### config.mk
export PLATFORM = sky130hd
export DESIGN_NAME = node_trust_reputation_table_unit
export DESIGN_NICKNAME = d
export VERILOG_FILES = /design/src/rtl/ntrt_pkg.sv /design/src/rtl/node_trust_reputation_table_unit.sv
export VERILOG_INCLUDE_DIRS = /design/src /design/src/rtl
export SDC_FILE = /design/constraint.sdc
export NUM_CORES = 2
export LEC_CHECK = 0
export BUFFER_PORTS_ARGS = -buffer_cell sky130_fd_sc_hd__clkbuf_2
export CORE_MARGIN = 3
export CORE_UTILIZATION = 55
export DETAILED_ROUTE_END_ITERATION = 7
export PLACE_DENSITY_LB_ADDON = 0.08
export SKIP_LAST_GASP = 1
export SLEW_MARGIN = 40
export SYNTH_ARGS = -nofsm -noshare
export SYNTH_HDL_FRONTEND = slang
export SYNTH_SLANG_ARGS = --single-unit
### constraint.sdc
create_clock -name clock -period 16.5 [get_ports clock]
set_clock_uncertainty 0.05 [all_clocks]
set_input_delay 1.65 -clock clock [delete_from_list [all_inputs] [get_ports clock]]
set_output_delay 1.65 -clock clock [all_outputs]
set_load 0.1 [all_outputs]
### src/rtl/node_trust_reputation_table_unit_defines.svh
// ----------------------------------------------------------------------------
// node_trust_reputation_table_unit_defines
// Assertion macros shared by the trust table RTL.
// ----------------------------------------------------------------------------
`ifndef NODE_TRUST_REPUTATION_TABLE_UNIT_DEFINES_SVH
`define NODE_TRUST_REPUTATION_TABLE_UNIT_DEFINES_SVH

// Same-cycle implication, disabled during reset.
`define NTRT_ASSERT_NOW(label, clk, rst, ante, cons) \
   label: assert property (@(posedge clk) disable iff (rst) (ante) |-> (cons)) \
      else $error("ntrt: same-cycle check failed");

// Next-cycle implication, disabled during reset.
`define NTRT_ASSERT_NEXT(label, clk, rst, ante, cons) \
   label: assert property (@(posedge clk) disable iff (rst) (ante) |=> (cons)) \
      else $error("ntrt: next-cycle check failed");

`endif

### src/rtl/ntrt_pkg.sv
// ----------------------------------------------------------------------------
// ntrt_pkg
// Types and constants of the node trust reputation table.
// ----------------------------------------------------------------------------
`default_nettype none

package ntrt_pkg;

   localparam int NODE_COUNT_DEF  = 256;
   localparam int SCORE_SCALE_DEF = 100;

   localparam int SCORE_W  = 7;
   localparam int STREAK_W = 8;
   localparam int NODE_W   = 8;
   localparam int KIND_W   = 2;
   localparam int PEN_W    = 8;
   localparam int CSR_IDX_W  = 3;
   localparam int CSR_DATA_W = 8;

   localparam logic [STREAK_W-1:0] STREAK_MAX = 8'd255;

   // request kinds
   localparam logic REQ_EVENT = 1'b0;
   localparam logic REQ_QUERY = 1'b1;

   // event kinds
   localparam logic [KIND_W-1:0] EV_GOOD    = 2'd0;
   localparam logic [KIND_W-1:0] EV_REPLAY  = 2'd1;
   localparam logic [KIND_W-1:0] EV_TAMPER  = 2'd2;
   localparam logic [KIND_W-1:0] EV_INVALID = 2'd3;

   // register indexes
   localparam logic [CSR_IDX_W-1:0] CSR_WEIGHT     = 3'd0;
   localparam logic [CSR_IDX_W-1:0] CSR_REPLAY     = 3'd1;
   localparam logic [CSR_IDX_W-1:0] CSR_TAMPER     = 3'd2;
   localparam logic [CSR_IDX_W-1:0] CSR_INVALID    = 3'd3;
   localparam logic [CSR_IDX_W-1:0] CSR_ELIMINATE  = 3'd4;
   localparam logic [CSR_IDX_W-1:0] CSR_SUSPICIOUS = 3'd5;
   localparam logic [CSR_IDX_W-1:0] CSR_LIMIT      = 3'd6;

   // register reset values
   localparam logic [SCORE_W-1:0]  WEIGHT_RST     = 7'd80;
   localparam logic [PEN_W-1:0]    REPLAY_RST     = 8'd40;
   localparam logic [PEN_W-1:0]    TAMPER_RST     = 8'd60;
   localparam logic [PEN_W-1:0]    INVALID_RST    = 8'd30;
   localparam logic [SCORE_W-1:0]  ELIMINATE_RST  = 7'd30;
   localparam logic [SCORE_W-1:0]  SUSPICIOUS_RST = 7'd50;
   localparam logic [STREAK_W-1:0] LIMIT_RST      = 8'd3;

   typedef struct packed {
      logic              req_type;
      logic [NODE_W-1:0] node_id;
      logic [KIND_W-1:0] event_kind;
   } req_payload_type;

   typedef struct packed {
      logic [SCORE_W-1:0]  trust_level;
      logic [STREAK_W-1:0] streak_count;
      logic                is_banned;
      logic                newly_banned;
      logic                alert_raised;
   } rsp_payload_type;

   typedef struct packed {
      logic [SCORE_W-1:0]  score;
      logic [STREAK_W-1:0] streak;
      logic                banned;
   } entry_type;

endpackage

`default_nettype wire

### src/rtl/node_trust_reputation_table_unit.sv
// ----------------------------------------------------------------------------
// node_trust_reputation_table_unit
// Per-node trust table: moving-average score, bad-event streak, blacklist.
// ----------------------------------------------------------------------------
// Usage:
//   req_*  : one request per node event (req_type 0) or entry query (1).
//   rsp_*  : one response per request with the entry after the request.
//   csr_*  : register writes, always ready; write only while the block idles.
// Sequence: an event runs a table read, two multiply steps for the weighted
//   sum, one reciprocal multiply for the divide by SCORE_SCALE, all on one
//   shared multiplier, then write-back. A query or an event on a blacklisted
//   node skips the behavior multiply and the divide. node_id beyond the table
//   folds through a combinational constant lookup at accept.
// Flow: one request in flight at a time; req_ready returns in the same cycle
//   that rsp_valid rises, so a new request is taken only once the last one
//   has reached the response register.
// Reset: registers take their reset values, then the table is swept one
//   entry per cycle to score SCORE_SCALE, streak 0, not banned; req_ready
//   stays low during the sweep.
// Stall: the response sits in an output register; a new request can be
//   accepted while it waits, and write-back of the next one holds until the
//   response register is free.
// ----------------------------------------------------------------------------
`default_nettype none

`include "node_trust_reputation_table_unit_defines.svh"

module node_trust_reputation_table_unit #(
   parameter int NODE_COUNT  = ntrt_pkg::NODE_COUNT_DEF,
   parameter int SCORE_SCALE = ntrt_pkg::SCORE_SCALE_DEF
) (
   input  wire logic                              clock,
   input  wire logic                              reset,
   input  wire logic                              req_valid,
   output logic                                   req_ready,
   input  wire ntrt_pkg::req_payload_type         req_payload,
   output logic                                   rsp_valid,
   input  wire logic                              rsp_ready,
   output ntrt_pkg::rsp_payload_type              rsp_payload,
   input  wire logic                              csr_valid,
   output logic                                   csr_ready,
   input  wire logic [ntrt_pkg::CSR_IDX_W-1:0]    csr_index,
   input  wire logic [ntrt_pkg::CSR_DATA_W-1:0]   csr_wdata
);

   localparam int IDX_W    = (NODE_COUNT > 1) ? $clog2(NODE_COUNT) : 1;
   localparam int ACC_W    = 2 * ntrt_pkg::SCORE_W;
   localparam int ID_SPAN  = 1 << ntrt_pkg::NODE_W;
   // divide by the scale as a multiply by its rounded-up reciprocal; this shift
   // is exact for every sum below 2^ACC_W with any scale from 2 to 2^SCORE_W-1
   localparam int RECIP_SH = ACC_W + ntrt_pkg::SCORE_W;
   localparam int PROD_W   = ACC_W + RECIP_SH;

   localparam logic [IDX_W-1:0]            LAST_IDX = IDX_W'(NODE_COUNT - 1);
   localparam logic [ntrt_pkg::SCORE_W-1:0] SCALE_C = ntrt_pkg::SCORE_W'(SCORE_SCALE);
   localparam logic [RECIP_SH-1:0]         RECIP_C  =
      RECIP_SH'(((1 << RECIP_SH) + SCORE_SCALE - 1) / SCORE_SCALE);

   // sequencer states
   localparam logic [2:0] ST_IDLE   = 3'd0;
   localparam logic [2:0] ST_READ   = 3'd2;
   localparam logic [2:0] ST_MULOLD = 3'd3;
   localparam logic [2:0] ST_MULBEH = 3'd4;
   localparam logic [2:0] ST_DIVIDE = 3'd5;
   localparam logic [2:0] ST_FINISH = 3'd6;

   // ---------------------------------------------------------------- registers
   logic [2:0]                       state_ff, state_in;
   logic                             sweep_ff, sweep_in;
   logic [IDX_W-1:0]                 sweep_cnt_ff, sweep_cnt_in;
   ntrt_pkg::req_payload_type        item_ff, item_in;
   logic [IDX_W-1:0]                 idx_ff, idx_in;
   logic [ACC_W-1:0]                 acc_ff, acc_in;
   logic [ntrt_pkg::SCORE_W-1:0]     quo_ff, quo_in;
   logic                             upd_ff, upd_in;
   logic                             rsp_valid_ff, rsp_valid_in;
   ntrt_pkg::rsp_payload_type        rsp_ff, rsp_in;
   ntrt_pkg::entry_type              rd_ff;

   logic [ntrt_pkg::SCORE_W-1:0]  weight_ff, weight_in;
   logic [ntrt_pkg::PEN_W-1:0]    replay_ff, replay_in;
   logic [ntrt_pkg::PEN_W-1:0]    tamper_ff, tamper_in;
   logic [ntrt_pkg::PEN_W-1:0]    invalid_ff, invalid_in;
   logic [ntrt_pkg::SCORE_W-1:0]  elim_ff, elim_in;
   logic [ntrt_pkg::SCORE_W-1:0]  susp_ff, susp_in;
   logic [ntrt_pkg::STREAK_W-1:0] limit_ff, limit_in;

   ntrt_pkg::entry_type mem [NODE_COUNT];

   // ------------------------------------------------------------ datapath wires
   logic                          req_fire;
   logic                          rsp_free;
   logic [IDX_W-1:0]              node_map [ID_SPAN];
   logic [IDX_W-1:0]              node_addr;
   logic [ntrt_pkg::SCORE_W-1:0]  weight_c;
   logic [ntrt_pkg::PEN_W-1:0]    penalty;
   logic [ntrt_pkg::SCORE_W-1:0]  behavior;
   logic [ACC_W-1:0]              mul_a;
   logic [RECIP_SH-1:0]           mul_b;
   logic [PROD_W-1:0]             product;
   logic [ACC_W-1:0]              quo_full;
   logic [ntrt_pkg::STREAK_W-1:0] streak_new;
   logic                          ban_now;
   logic                          alert_bad;
   logic                          wr_en;
   logic [IDX_W-1:0]              wr_addr;
   ntrt_pkg::entry_type           wr_data;

   assign req_fire  = req_valid && req_ready;
   assign req_ready = (state_ff == ST_IDLE) && !sweep_ff;
   assign csr_ready = 1'b1;
   assign rsp_valid   = rsp_valid_ff;
   assign rsp_payload = rsp_ff;
   assign rsp_free  = !rsp_valid_ff || rsp_ready;
   assign node_addr = idx_ff;

   // fold every node id onto the table with a constant lookup
   for (genvar g = 0; g < ID_SPAN; g++) begin : g_node_map
      assign node_map[g] = IDX_W'(g % NODE_COUNT);
   end

   // clamp the weight to the scale
   assign weight_c = (weight_ff > SCALE_C) ? SCALE_C : weight_ff;

   // event penalty and behavior value
   always_comb begin
      unique case (item_ff.event_kind)
         ntrt_pkg::EV_REPLAY:  penalty = replay_ff;
         ntrt_pkg::EV_TAMPER:  penalty = tamper_ff;
         ntrt_pkg::EV_INVALID: penalty = invalid_ff;
         default:              penalty = '0;
      endcase
   end

   assign behavior = (penalty >= {1'b0, SCALE_C}) ? '0
                     : (SCALE_C - penalty[ntrt_pkg::SCORE_W-1:0]);

   // shared multiplier: old score term, behavior term, then the reciprocal
   always_comb begin
      unique case (state_ff)
         ST_MULOLD: begin
            mul_a = {{ntrt_pkg::SCORE_W{1'b0}}, weight_c};
            mul_b = {{(RECIP_SH - ntrt_pkg::SCORE_W){1'b0}}, rd_ff.score};
         end
         ST_MULBEH: begin
            mul_a = {{ntrt_pkg::SCORE_W{1'b0}}, SCALE_C - weight_c};
            mul_b = {{(RECIP_SH - ntrt_pkg::SCORE_W){1'b0}}, behavior};
         end
         default: begin
            mul_a = acc_ff;
            mul_b = RECIP_C;
         end
      endcase
   end

   assign product  = {{RECIP_SH{1'b0}}, mul_a} * {{ACC_W{1'b0}}, mul_b};
   assign quo_full = product[RECIP_SH +: ACC_W];

   // streak, blacklist and alert from the new score
   always_comb begin
      if (item_ff.event_kind == ntrt_pkg::EV_GOOD) begin
         streak_new = '0;
      end else if (quo_ff <= elim_ff) begin
         streak_new = (rd_ff.streak == ntrt_pkg::STREAK_MAX) ? rd_ff.streak
                      : rd_ff.streak + 8'd1;
      end else begin
         streak_new = (rd_ff.streak == '0) ? '0 : rd_ff.streak - 8'd1;
      end
   end

   assign ban_now   = (streak_new >= limit_ff);
   assign alert_bad = (item_ff.event_kind != ntrt_pkg::EV_GOOD) && (quo_ff <= susp_ff);

   // table write port: reset sweep or write-back
   always_comb begin
      if (sweep_ff) begin
         wr_en   = 1'b1;
         wr_addr = sweep_cnt_ff;
         wr_data = '{score: SCALE_C, streak: '0, banned: 1'b0};
      end else begin
         wr_en   = (state_ff == ST_FINISH) && rsp_free && upd_ff;
         wr_addr = node_addr;
         wr_data = '{score: quo_ff, streak: streak_new, banned: ban_now};
      end
   end

   always_ff @(posedge clock) begin
      if (wr_en) begin
         mem[wr_addr] <= wr_data;
      end
      if (state_ff == ST_READ) begin
         rd_ff <= mem[node_addr];
      end
   end

   // ------------------------------------------------------------------ control
   always_comb begin
      state_in     = state_ff;
      sweep_in     = sweep_ff;
      sweep_cnt_in = sweep_cnt_ff;
      item_in      = item_ff;
      idx_in       = idx_ff;
      acc_in       = acc_ff;
      quo_in       = quo_ff;
      upd_in       = upd_ff;
      rsp_valid_in = rsp_valid_ff;
      rsp_in       = rsp_ff;

      // drop the response once taken
      if (rsp_valid_ff && rsp_ready) begin
         rsp_valid_in = 1'b0;
      end

      // advance the reset sweep
      if (sweep_ff) begin
         sweep_cnt_in = sweep_cnt_ff + 1'b1;
         if (sweep_cnt_ff == LAST_IDX) begin
            sweep_in = 1'b0;
         end
      end

      unique case (state_ff)
         ST_IDLE: begin
            if (req_fire) begin
               item_in  = req_payload;
               idx_in   = node_map[req_payload.node_id];
               state_in = ST_READ;
            end
         end
         ST_READ: begin
            state_in = ST_MULOLD;
         end
         ST_MULOLD: begin
            upd_in = (item_ff.req_type == ntrt_pkg::REQ_EVENT) && !rd_ff.banned;
            acc_in = product[ACC_W-1:0];
            if ((item_ff.req_type == ntrt_pkg::REQ_EVENT) && !rd_ff.banned) begin
               state_in = ST_MULBEH;
            end else begin
               state_in = ST_FINISH;
            end
         end
         ST_MULBEH: begin
            acc_in   = acc_ff + product[ACC_W-1:0];
            state_in = ST_DIVIDE;
         end
         ST_DIVIDE: begin
            // saturate the quotient to the score width
            quo_in   = (|quo_full[ACC_W-1:ntrt_pkg::SCORE_W]) ? '1
                       : quo_full[ntrt_pkg::SCORE_W-1:0];
            state_in = ST_FINISH;
         end
         ST_FINISH: begin
            // hold until the response register is free
            if (rsp_free) begin
               rsp_valid_in = 1'b1;
               if (upd_ff) begin
                  rsp_in = '{trust_level:  quo_ff,
                             streak_count: streak_new,
                             is_banned:    ban_now,
                             newly_banned: ban_now,
                             alert_raised: alert_bad || ban_now};
               end else begin
                  rsp_in = '{trust_level:  rd_ff.score,
                             streak_count: rd_ff.streak,
                             is_banned:    rd_ff.banned,
                             newly_banned: 1'b0,
                             alert_raised: 1'b0};
               end
               state_in = ST_IDLE;
            end
         end
         default: begin
            state_in = ST_IDLE;
         end
      endcase
   end

   // configuration registers
   always_comb begin
      weight_in  = weight_ff;
      replay_in  = replay_ff;
      tamper_in  = tamper_ff;
      invalid_in = invalid_ff;
      elim_in    = elim_ff;
      susp_in    = susp_ff;
      limit_in   = limit_ff;
      if (csr_valid && csr_ready) begin
         unique case (csr_index)
            ntrt_pkg::CSR_WEIGHT:     weight_in  = csr_wdata[ntrt_pkg::SCORE_W-1:0];
            ntrt_pkg::CSR_REPLAY:     replay_in  = csr_wdata;
            ntrt_pkg::CSR_TAMPER:     tamper_in  = csr_wdata;
            ntrt_pkg::CSR_INVALID:    invalid_in = csr_wdata;
            ntrt_pkg::CSR_ELIMINATE:  elim_in    = csr_wdata[ntrt_pkg::SCORE_W-1:0];
            ntrt_pkg::CSR_SUSPICIOUS: susp_in    = csr_wdata[ntrt_pkg::SCORE_W-1:0];
            ntrt_pkg::CSR_LIMIT:      limit_in   = csr_wdata;
            default: begin
            end
         endcase
      end
   end

   always_ff @(posedge clock) begin
      if (reset) begin
         state_ff     <= ST_IDLE;
         sweep_ff     <= 1'b1;
         sweep_cnt_ff <= '0;
         upd_ff       <= 1'b0;
         rsp_valid_ff <= 1'b0;
         weight_ff    <= ntrt_pkg::WEIGHT_RST;
         replay_ff    <= ntrt_pkg::REPLAY_RST;
         tamper_ff    <= ntrt_pkg::TAMPER_RST;
         invalid_ff   <= ntrt_pkg::INVALID_RST;
         elim_ff      <= ntrt_pkg::ELIMINATE_RST;
         susp_ff      <= ntrt_pkg::SUSPICIOUS_RST;
         limit_ff     <= ntrt_pkg::LIMIT_RST;
      end else begin
         state_ff     <= state_in;
         sweep_ff     <= sweep_in;
         sweep_cnt_ff <= sweep_cnt_in;
         upd_ff       <= upd_in;
         rsp_valid_ff <= rsp_valid_in;
         weight_ff    <= weight_in;
         replay_ff    <= replay_in;
         tamper_ff    <= tamper_in;
         invalid_ff   <= invalid_in;
         elim_ff      <= elim_in;
         susp_ff      <= susp_in;
         limit_ff     <= limit_in;
      end
   end

   always_ff @(posedge clock) begin
      item_ff <= item_in;
      idx_ff  <= idx_in;
      acc_ff  <= acc_in;
      quo_ff  <= quo_in;
      rsp_ff  <= rsp_in;
   end

   // --------------------------------------------------------------- assertions
   // one request in flight: an accept closes the request port next cycle
   `NTRT_ASSERT_NEXT(a_one_in_flight, clock, reset, req_fire, !req_ready)
   // a node blacklisted by this request is reported banned and alerted
   `NTRT_ASSERT_NOW(a_newly_banned, clock, reset, rsp_valid_ff && rsp_ff.newly_banned,
      rsp_ff.is_banned && rsp_ff.alert_raised)
   // the moving average never leaves the score range
   `NTRT_ASSERT_NOW(a_score_range, clock, reset, rsp_valid_ff, rsp_ff.trust_level <= SCALE_C)
   // no request is taken while the table is being swept
   `NTRT_ASSERT_NOW(a_no_accept_sweep, clock, reset, sweep_ff, state_ff == ST_IDLE)

endmodule

`default_nettype wire
==> run metrics <==
outcome finished, final reports clean; Cell Area, Placed 176000 um^2; number of distinct library cells after synthesis 70; Initial Util 55.5%; CP max stage cell edfxtp_1; DR DRC count 0; yosys synthesis warning count 0; top_reg_cell synth edfxtp_1; CTS hold repair buffers 0; crit path DAT 9410 ps; finished layout cell area 190000 um^2; Crit path required time between 15000 and 20000 ps; vias in the first global route 82700; Crit Path Class reg2reg; CP Launch Type flop; Post-synth EDFFs 4162; CP Capture Type flop; HPWL after DPL 246 mm; P per Cell Area 112 nW/um^2; Post-Synthesis Cells 7629; IO Port Bufs 46; Max FO, Critical Path 11; Max VDD drop 86.8 uV; final worst setup slack 7700 ps; initial antenna violation count 11; normalized max-slew margin 35.2%; largest net degree at the start of global routing between 150 and 200; Final Util 62.6%; IO Pins between 40 and 50; Post-Route WL 419 mm; sequential fraction of the synthesis area approximately three quarters; Maximum Capacitance Violations 0; row count 202; die area between 300000 and 400000 um^2; GRT Overall Usage 27.0%; Vias per Instance 6.46; wire length per cell roughly 33 um; Clk Latency, worst-skew pair 960 ps; final hold viol count 0; area delta synth->final 12.8%; synthesized cell area 169000 um^2; post-layout min period approximately 8800 ps; Worst Max-Slew Pin Slew 972 ps; CTS max path bufs 4; TNS Setup 0 ps; CTS root buf clkbuf_16; grt total ovfl 0; final estimated routing congestion in global placement roughly 0.87; global-route wire length before repair a little over 600 mm; leakage roughly 66 nW; Final Max Slew Viols 0; Vert. Die Dim 560 um; final setup fails 0; asr flop ratio synth 0%; # H-tree levels 5; CTS sink count 4229; Die Width 560 um; final net count 8434; ratio of cells with drive above 1 in the final layout a little under 30%; HP Class reg2reg; RSZ-0062 raised after global routing no; Mean Syn Cell Area 22.1 um^2; Reg clk slew, reported paths 60 ps; CORE AREA just over 300000 um^2; Setup Buffers After CTS 0; fin crit share a little over half; Post-CTS Resized 0; synthesis-stage register bit count between 4000 and 5000; Max Fclk approximately 110 MHz; drt pass-1 iters 7; post-route ant nets 0; CTS tree built; Initial DRC Count 10400; Power, Total 0.0214 W; Inserted Clock Buffers 427; pre-CTS WS 7840 ps; CP max stage delay 680 ps; via count around 81000
-- cells in the mapped netlist (70+ instances only) --
library cell | n | area [um^2]
edfxtp_1 | 4162 | 125000
ha_1 | 164 | 2050
mux2i_1 | 81 | 811
a21oi_1 | 70 | 350
mux4_2 | 1280 | 28800
nor2_1 | 372 | 1400
clkbuf_1 | 224 | 841
buf_2 | 128 | 641
fa_1 | 99 | 1980
a22oi_1 | 104 | 781
inv_1 | 186 | 698
nand2_1 | 191 | 717
-- state kept, by name, summed over array words and instances, names as in the netlist, 14 cells and up --
name,flops
mem,4096
acc_ff,14
rd_ff,16
rsp_payload,18
-- placed cells by master (no fill, tap or decap), types with 21 or more instances in the layout --
cell / netlist / layout
nor2_1: 372 / 296
clkbuf_16: 0 / 439
nand2_1: 191 / 170
inv_1: 186 / 186
buf_12: 0 / 26
nand3_1: 58 / 58
nand2_2: 0 / 21
buf_4: 2 / 337
xnor2_1: 29 / 29
nor2_2: 0 / 64
buf_6: 0 / 30
nor3_1: 26 / 22
mux2i_1: 81 / 65
mux4_2: 1280 / 1280
clkinv_2: 0 / 83
conb_1: 2 / 22
clkbuf_1: 224 / 95
a21oi_1: 70 / 70
nand3b_1: 21 / 21
o21ai_0: 43 / 43
edfxtp_1: 4162 / 4162
ha_1: 164 / 164
clkbuf_2: 0 / 46
clkinv_1: 0 / 98
fa_1: 99 / 99
dfxtp_1: 67 / 66
bufinv_16: 0 / 36
a22oi_1: 104 / 104
-- per-layer routing --
metal  track usage (%)  share of wire (%)  wire length, um
met5                 0                  0                0
met4              7.47                3.0            12700
met3              4.43                8.6            35900
met2              41.8                 48           200000
met1              40.4                 41           170000
-- cells by family (layout without fill, tap and decap cells) --
logic type	Yosys count	in the layout	synth area share (%)
fa+ha+maj	263	263	2.39
other cells	2	27	0.00445
mux	1378	1378	17.7
compound gates	363	363	1.49
flops	4229	4229	74.8
xor+xnor	41	41	0.213
buf+inv	577	1428	1.38
simple gates	776	776	2.00
-- metrics by stage --
stage	hold slack, ps	cells
finish	408	12600
global route	428	12600
CTS	408	12600
detailed placement	398	11800
global placement	393	11800
floorplan	383	7649
-- worst max-delay path: cells and delay by family (launching register included) --
family                     cells  cell delay [ps]
AOI/OAI and AO/OA             11             2820
DFF                            1              680
adders and majority gates      8             3250
xor gates and xnor gates       2              380
and+or+nand+nor                4             1130
buffers and inverters          4              190
-- where the power goes --
part,switching [W],internal [W],total (W)
logic,0.000212,0.000136,0.000348
registers,0.00000583,0.0116,0.0116
clock network,0.00400,0.00542,0.00943
-- path summary, 6_finish.rpt --
check	startpoint	end	slack, ps	depth (start not counted)
min reg2reg	invalid_ff[6]$_SDFFE_PP0P_	invalid_ff[6]$_SDFFE_PP0P_	410	2
max	item_ff[0]$_DFFE_PP_	acc_ff[11]$_DFFE_PP_	7700	29
max reg2reg	item_ff[0]$_DFFE_PP_	acc_ff[11]$_DFFE_PP_	7700	29
min	invalid_ff[6]$_SDFFE_PP0P_	invalid_ff[6]$_SDFFE_PP0P_	410	2
-- cell type report --
type / instances / area (um^2)
inverters: 189 / 709
multi-input cells: 2843 / 40700
repair buffers: 454 / 3980
clock inverters: 251 / 2270
diodes: 5 / 12.5
flip-flops and latches: 4229 / 126000
clock buffers: 534 / 11300
fillers: 20600 / 114000
well taps: 4080 / 5100
(Power assumes the default switching activity.)
